**config.mk**
```make
export PLATFORM = sky130hd
export DESIGN_NAME = edf_unit_task_scheduler_unit
export DESIGN_NICKNAME = d
export VERILOG_FILES = /design/src/hdl/edfts_pkg.sv /design/src/hdl/edf_unit_task_scheduler_unit.sv /design/src/hdl/edfts_table.sv /design/src/hdl/edfts_cmp.sv
export SDC_FILE = /design/constraint.sdc
export NUM_CORES = 1
export LEC_CHECK = 0
export BUFFER_PORTS_ARGS = -buffer_cell sky130_fd_sc_hd__buf_2
export CELL_PAD_IN_SITES_DETAIL_PLACEMENT = 0
export CELL_PAD_IN_SITES_GLOBAL_PLACEMENT = 1
export CORE_MARGIN = 2
export CORE_UTILIZATION = 50
export DETAILED_ROUTE_END_ITERATION = 10
export PLACE_DENSITY_LB_ADDON = 0.1
export RECOVER_POWER = 100
export SLEW_MARGIN = 10
export SYNTH_ARGS = -nofsm -noshare
export SYNTH_HDL_FRONTEND = slang
export SYNTH_SLANG_ARGS = --single-unit
```
**constraint.sdc**
```tcl
create_clock -name clk -period 12.49 [get_ports clk]
set_input_delay 2.498 -clock clk [delete_from_list [all_inputs] [get_ports clk]]
set_output_delay 2.498 -clock clk [all_outputs]
set_load 0.02 [all_outputs]
```
**src/hdl/edfts_pkg.sv**
```systemverilog
// Shared types and constants of the earliest-deadline-first task scheduler.
`default_nettype none
package edfts_pkg;
	localparam int MAX_TASKS  = 64;
	localparam int MAX_DAY    = 255;
	localparam int IDX_W      = $clog2(MAX_TASKS);
	localparam int CNT_W      = $clog2(MAX_TASKS + 1);
	localparam int DAY_W      = 8;
	localparam int VAL_W      = 8;
	localparam int ID_W       = 7;

	typedef enum logic [1:0] {
		CMD_CLEAR = 2'd0,
		CMD_LOAD  = 2'd1,
		CMD_TICK  = 2'd2,
		CMD_NONE  = 2'd3
	} cmd_t;

	typedef struct packed {
		logic [VAL_W-1:0] remaining;
		logic [DAY_W-1:0] deadline;
		logic [DAY_W-1:0] release_day;
	} task_entry_t;

	typedef struct packed {
		logic dl_eq;
		logic better;
		logic nonzero;
	} cmp_flags_t;
endpackage
`default_nettype wire

```
**src/hdl/edf_unit_task_scheduler_unit.sv**
```systemverilog
// Top level of the earliest-deadline-first scheduler for unit-time tasks.
// The slave stream carries commands: tuser holds the command (clear, load, tick)
// and tdata holds release day, deadline day and duration of a load.
// Clear and load beats take effect in the cycle they are accepted and give no result.
// A tick beat starts a scan of the task table, one entry per cycle through a single
// compare unit fed by the table's registered read port. The tick steps through the
// scan, drain and finish states; the drain state judges the last entry read, and the
// finish state registers the result beat and returns to idle. With an empty table
// the tick goes straight from idle to the finish state.
// The tick result is one master beat: day, served task id, deadline flag, done flag.
// The block accepts no beat while a tick is in progress.
// The result sits in an output register; a new command is accepted while it waits,
// and a following tick holds at its last step until the receiver takes the old beat.
// Reset empties the table and sets the day to one; table contents stay undefined
// until loaded and are never read before that.
`default_nettype none
module edf_unit_task_scheduler_unit (
	input  wire        clk,
	input  wire        arst_n,
	input  wire        s_tvalid,
	output logic       s_tready,
	input  wire [23:0] s_tdata,  // release_day[7:0], deadline_day[15:8], duration[23:16]
	input  wire [1:0]  s_tuser,  // cmd[1:0]
	output logic       m_tvalid,
	input  wire        m_tready,
	output logic [23:0] m_tdata  // day_number[7:0], served_task[14:8], deadline_hit[15],
	                             // all_done[16], zero fill[23:17]
);
	import edfts_pkg::*;

	typedef enum logic [3:0] {
		ST_IDLE   = 4'b0001,
		ST_SCAN   = 4'b0010,
		ST_DRAIN  = 4'b0100,
		ST_FINISH = 4'b1000
	} state_t;

	state_t           state_q;
	logic [CNT_W-1:0] count_q;
	logic [DAY_W-1:0] day_q;
	logic [IDX_W-1:0] idx_q;
	logic [IDX_W-1:0] idx_s1;
	logic             vld_s1;
	logic             hit_q;
	logic             found_q;
	logic [IDX_W-1:0] best_idx_q;
	task_entry_t      best_q;
	logic [CNT_W-1:0] nz_q;
	logic             m_tvalid_q;
	logic [23:0]      m_tdata_q;

	logic             accept;
	cmd_t             cmd;
	task_entry_t      in_entry;
	logic             wr_en;
	logic [IDX_W-1:0] wr_addr;
	task_entry_t      wr_data;
	task_entry_t      rd_data;
	cmp_flags_t       flags;
	logic             serve;
	logic             last_gone;
	logic [CNT_W-1:0] nz_after;
	logic             done;
	logic             out_free;
	logic [ID_W-1:0]  served_id;

	assign accept   = s_tvalid && s_tready;
	assign s_tready = (state_q == ST_IDLE);
	assign cmd      = cmd_t'(s_tuser);

	always_comb begin
		in_entry.release_day = s_tdata[7:0];
		in_entry.deadline    = s_tdata[15:8];
		in_entry.remaining   = s_tdata[23:16];
	end

	assign serve     = found_q && !hit_q;
	assign last_gone = serve && (best_q.remaining == VAL_W'(1));
	assign nz_after  = nz_q - CNT_W'(last_gone);
	assign done      = (nz_after == '0);
	assign out_free  = !m_tvalid_q || m_tready;
	assign served_id = serve ? (ID_W'(best_idx_q) + ID_W'(1)) : '0;

	always_comb begin
		wr_en   = 1'b0;
		wr_addr = best_idx_q;
		wr_data = best_q;
		if (state_q == ST_IDLE) begin
			wr_en   = accept && (cmd == CMD_LOAD) && (count_q < CNT_W'(MAX_TASKS));
			wr_addr = count_q[IDX_W-1:0];
			wr_data = in_entry;
		end else if (state_q == ST_FINISH) begin
			wr_en             = serve && out_free;
			wr_data.remaining = best_q.remaining - VAL_W'(1);
		end
	end

	edfts_table u_table (
		.clk     (clk),
		.wr_en   (wr_en),
		.wr_addr (wr_addr),
		.wr_data (wr_data),
		.rd_addr (idx_q),
		.rd_data (rd_data)
	);

	edfts_cmp u_cmp (
		.day           (day_q),
		.entry         (rd_data),
		.best_found    (found_q),
		.best_deadline (best_q.deadline),
		.flags         (flags)
	);

	always_ff @(posedge clk or negedge arst_n) begin
		if (!arst_n) begin
			state_q    <= ST_IDLE;
			count_q    <= '0;
			day_q      <= DAY_W'(1);
			idx_q      <= '0;
			vld_s1     <= 1'b0;
			hit_q      <= 1'b0;
			found_q    <= 1'b0;
			nz_q       <= '0;
			m_tvalid_q <= 1'b0;
		end else begin
			if ((state_q == ST_FINISH) && out_free) begin
				m_tvalid_q <= 1'b1;
			end else if (m_tready) begin
				m_tvalid_q <= 1'b0;
			end
			vld_s1 <= (state_q == ST_SCAN);
			if (vld_s1) begin
				hit_q <= hit_q || flags.dl_eq;
				nz_q  <= nz_q + CNT_W'(flags.nonzero);
				if (flags.better) begin
					found_q    <= 1'b1;
					best_idx_q <= idx_s1;
					best_q     <= rd_data;
				end
			end
			unique case (state_q)
				ST_IDLE: begin
					if (accept) begin
						unique case (cmd)
							CMD_CLEAR: begin
								count_q <= '0;
								day_q   <= DAY_W'(1);
							end
							CMD_LOAD: begin
								if (count_q < CNT_W'(MAX_TASKS)) begin
									count_q <= count_q + CNT_W'(1);
								end
							end
							CMD_TICK: begin
								idx_q   <= '0;
								hit_q   <= 1'b0;
								found_q <= 1'b0;
								nz_q    <= '0;
								state_q <= (count_q == '0) ? ST_FINISH : ST_SCAN;
							end
							default: begin
							end
						endcase
					end
				end
				ST_SCAN: begin
					idx_s1 <= idx_q;
					if (idx_q == IDX_W'(count_q - CNT_W'(1))) begin
						state_q <= ST_DRAIN;
					end else begin
						idx_q <= idx_q + IDX_W'(1);
					end
				end
				ST_DRAIN: begin
					state_q <= ST_FINISH;
				end
				ST_FINISH: begin
					if (out_free) begin
						m_tdata_q <= {7'b0, done, hit_q, served_id, day_q};
						if (day_q < DAY_W'(MAX_DAY)) begin
							day_q <= day_q + DAY_W'(1);
						end
						state_q <= ST_IDLE;
					end
				end
				default: begin
					state_q <= ST_IDLE;
				end
			endcase
		end
	end

	assign m_tvalid = m_tvalid_q;
	assign m_tdata  = m_tdata_q;
endmodule
`default_nettype wire

```
**src/hdl/edfts_table.sv**
```systemverilog
// Task table memory with one write port and one registered read port.
`default_nettype none
module edfts_table (
	input  wire                        clk,
	input  wire                        wr_en,
	input  wire [edfts_pkg::IDX_W-1:0] wr_addr,
	input  wire edfts_pkg::task_entry_t wr_data,
	input  wire [edfts_pkg::IDX_W-1:0] rd_addr,
	output edfts_pkg::task_entry_t     rd_data
);
	import edfts_pkg::*;

	task_entry_t mem_q [MAX_TASKS];
	task_entry_t rd_data_q;

	always_ff @(posedge clk) begin
		if (wr_en) begin
			mem_q[wr_addr] <= wr_data;
		end
		rd_data_q <= mem_q[rd_addr];
	end

	assign rd_data = rd_data_q;
endmodule
`default_nettype wire

```
**src/hdl/edfts_cmp.sv**
```systemverilog
// Shared compare unit that judges one table entry against the day and the best so far.
`default_nettype none
module edfts_cmp (
	input  wire [edfts_pkg::DAY_W-1:0] day,
	input  wire edfts_pkg::task_entry_t entry,
	input  wire                        best_found,
	input  wire [edfts_pkg::DAY_W-1:0] best_deadline,
	output edfts_pkg::cmp_flags_t      flags
);
	import edfts_pkg::*;

	logic open_task;

	always_comb begin
		open_task     = (entry.release_day <= day) && (day < entry.deadline) &&
		                (entry.remaining != '0);
		flags.dl_eq   = (entry.deadline == day);
		flags.better  = open_task && (!best_found || (entry.deadline < best_deadline));
		flags.nonzero = (entry.remaining != '0);
	end
endmodule
`default_nettype wire

```
==> flow_summary.json <==
{
  "setup_viol_count_final": 0,
  "fin_crit_ps": 8531,
  "grt_max_degree": 115,
  "syn_area_um2": 64060,
  "status": "finished with violations",
  "cts_made_buffers": 169,
  "cts.sinks": 1649,
  "max-vdd-ir-drop_mv": 0.1707,
  "tns_ps": 0,
  "clk_latency_ps": 820,
  "cp-start-kind": "flip-flop",
  "ys_ff_latch": 1649,
  "wl_per_cell_um": 32.76,
  "fmax_mhz": 117.2,
  "gr-total-overflow": 0,
  "drt_iter0_drc": 4113,
  "end_kind": "flip-flop",
  "rows": 131,
  "chipHeight_um": 361.9,
  "rsz0062_at_grt": "no",
  "crit_type": "flip-flop to flip-flop",
  "yosysSeqAreaShare": 0.7665,
  "hold_buffers": 0,
  "synth_edf_count": 1589,
  "cp.required_ps": 12530,
  "gp_congestion": 0.8519,
  "postSynthCellCount": 3146,
  "p_leak_nw": 21.94,
  "grt_pass1_vias": 31440,
  "hold_start": "idx_s1[4]",
  "remaining_drc_errors": 0,
  "syn_area_per_cell_um2": 20.36,
  "worst_slew_pin_slew_ps": 4011,
  "fin_worst_skew_ps": 25.74,
  "wl_mm": 167.9,
  "hold_violations": 0,
  "synthFlopType": "edfxtp_1",
  "root_buffer": "clkbuf_16",
  "vias": 31930,
  "grt_pass1_wl_mm": 236.4,
  "antenna_found_initial": 8,
  "post_cts_resized": 0,
  "finalCritPeriodShare": 0.6830,
  "slew_headroom": -1.674,
  "initial_core_util": 0.5030,
  "core_area_um2": 127400,
  "ys_warn_count": 0,
  "setup_ws_ps": 3959,
  "gr-usage-all-layers": 0.2583,
  "cp_data_arrival_time_ps": 8570,
  "nets": 3380,
  "critPathMaxFanout": 64,
  "dp_hpwl_mm": 97.45,
  "synthArstFlopShare": 0.02183,
  "die_w_um": 361.9,
  "via_per_inst": 6.232,
  "io_pins": 56,
  "clock_path_buffers": 3,
  "cts_max_level": 4,
  "final_max_slew_viol_count": 2594,
  "io_buffer_count": 48,
  "p_per_area_nw_per_um2": 216.4,
  "violations": "capacitance limit, slew limit",
  "clk_pin_slew_worst_paths_ps": 60,
  "ant_nets": 0,
  "cap_violations": 77,
  "post_cts.repair.setup_buffers": 0,
  "cts_tree": "yes",
  "rrSetupSlack_ps": 3960,
  "drive_gt1_frac": 0.1991,
  "r2r-start": "state_q[0]",
  "area_delta_synth_final_pct": 11.80,
  "place_ws_ps": 6580,
  "drt-pass1-iter-count": 7,
  "postLayoutCoreUtil": 0.5623,
  "worstSetupStartpoint": "state_q[0]",
  "die_area_um2": 131000,
  "ys_types": 62,
  "hp-class": "flip-flop to flip-flop"
}
-- synthesized netlist by cell type (all sizes together) (11+ instances only) --
library cell | instances | area share
o221ai | 66 | 0.0090
nand3 | 40 | 0.0031
dfxtp | 24 | 0.0075
a21oi | 79 | 0.0063
mux2i | 237 | 0.037
buf | 89 | 0.0085
o22ai | 15 | 0.0015
xnor2 | 16 | 0.0022
xor2 | 19 | 0.0026
a211oi | 11 | 0.0013
mux4 | 324 | 0.11
edfxtp | 1589 | 0.74
nor2 | 114 | 0.0067
ha | 33 | 0.0064
clkbuf | 81 | 0.0047
inv | 36 | 0.0021
dfrtp | 34 | 0.013
nand2 | 105 | 0.0062
o21ai | 134 | 0.010
-- placed cells by master (no fill, tap or decap), drive strengths merged, types with 19 or more instances in the layout --
cell type,synthesis,layout
o221ai,66,66
mux2i,237,237
edfxtp,1589,1589
buf,89,57
nand2,105,105
dfrtp,34,34
clkinv,0,71
nand3,40,40
o21ai,134,134
inv,36,44
dfxtp,24,24
a21oi,79,79
clkbuf,81,328
xor2,19,19
ha,33,33
mux4,324,324
nor2,114,114
-- through the flow --
stage | hold WS, ps | std cells | area, µm² | total power [mW]
final | 419.4 | 5124 | 71620 | 15.50
after global routing | 427.6 | 5122 | 71610 | 15.99
after CTS | 419.5 | 5118 | 72130 | 15.53
after detailed placement | 405.2 | 4808 | 66870 | 10.76
after global placement | 400.7 | 4808 | 66860 | 10.65
after floorplan | 400.3 | 3152 | 64080 | 9.115
-- path summary, 6_finish.rpt --
| kind | end | cells past startpoint |
|---|---|---|
| max | u_table.mem_q[22][17] | 7 |
| max in group asynchronous | idx_q[3] | 2 |
| min | best_idx_q[4] | 0 |
| max reg2reg | u_table.mem_q[22][17] | 7 |
| min reg2reg | best_idx_q[4] | 0 |
| min in group asynchronous | nz_q[4] | 2 |
-- where the power goes --
part	internal [mW]	switching (mW)	total [mW]
Combinational	0.934	2.50	3.43
Sequential	7.10	0.166	7.27
Clock	2.71	2.09	4.80
Total	10.7	4.76	15.5
-- cell families after synthesis --
group                    after synthesis  share of synthesized area
flip-flops                          1649                     0.7665
multiplexers                         564                     0.1515
AO/OA/AOI/OAI                        338                    0.03272
AND/OR/NAND/NOR                      320                    0.02268
buffers and inverters                206                    0.01535
XOR/XNOR                              35                   0.004785
adder cells (fa/ha/maj)               33                   0.006446
other                                  1                 0.00005854
-- layout make-up --
| type | instances | area (µm²) |
|---|---|---|
| Antenna cell | 6 | 15.01 |
| Multi-Input combinational cell | 1297 | 14240 |
| Inverter | 36 | 135.1 |
| Timing Repair Buffer | 164 | 787.0 |
| Fill cell | 9606 | 55740 |
| Clock inverter | 89 | 701.9 |
| Sequential cell | 1649 | 49110 |
| Tap cell | 1662 | 2079 |
| Clock buffer | 221 | 4557 |
-- per-layer routing --
metal,part of all wire,vias to the layer above,routed length (µm),global-route usage
met4,0.026,0,4340,0.07492
met2,0.47,1390,79120,0.3984
met1,0.42,17040,71110,0.3794
met5,0,-,0,0
li1,-,13310,-,-
met3,0.079,199,13310,0.04932
-- flip-flops by register name (all words and copies together) (netlist names) --
register and count:
best_idx_q 6, best_q 24, count_q 7, day_q 8, found_q 1, hit_q 1
idx_q 6, idx_s1 6, m_tdata 17, m_tvalid 1, nz_q 7, state_q 4
u_table.mem_q 1536, u_table.rd_data 24, vld_s1 1
-- critical path: stages, from the launching register on --
cell	delay, ps
dfstp_1	700
and2b_1	220
nand2_1	510
clkinv_1	140
clkbuf_1	2420
nand2_1	690
o21ai_4	190
clkbuf_1	2650
No activity file was read; power rests on OpenSTA's default activity.
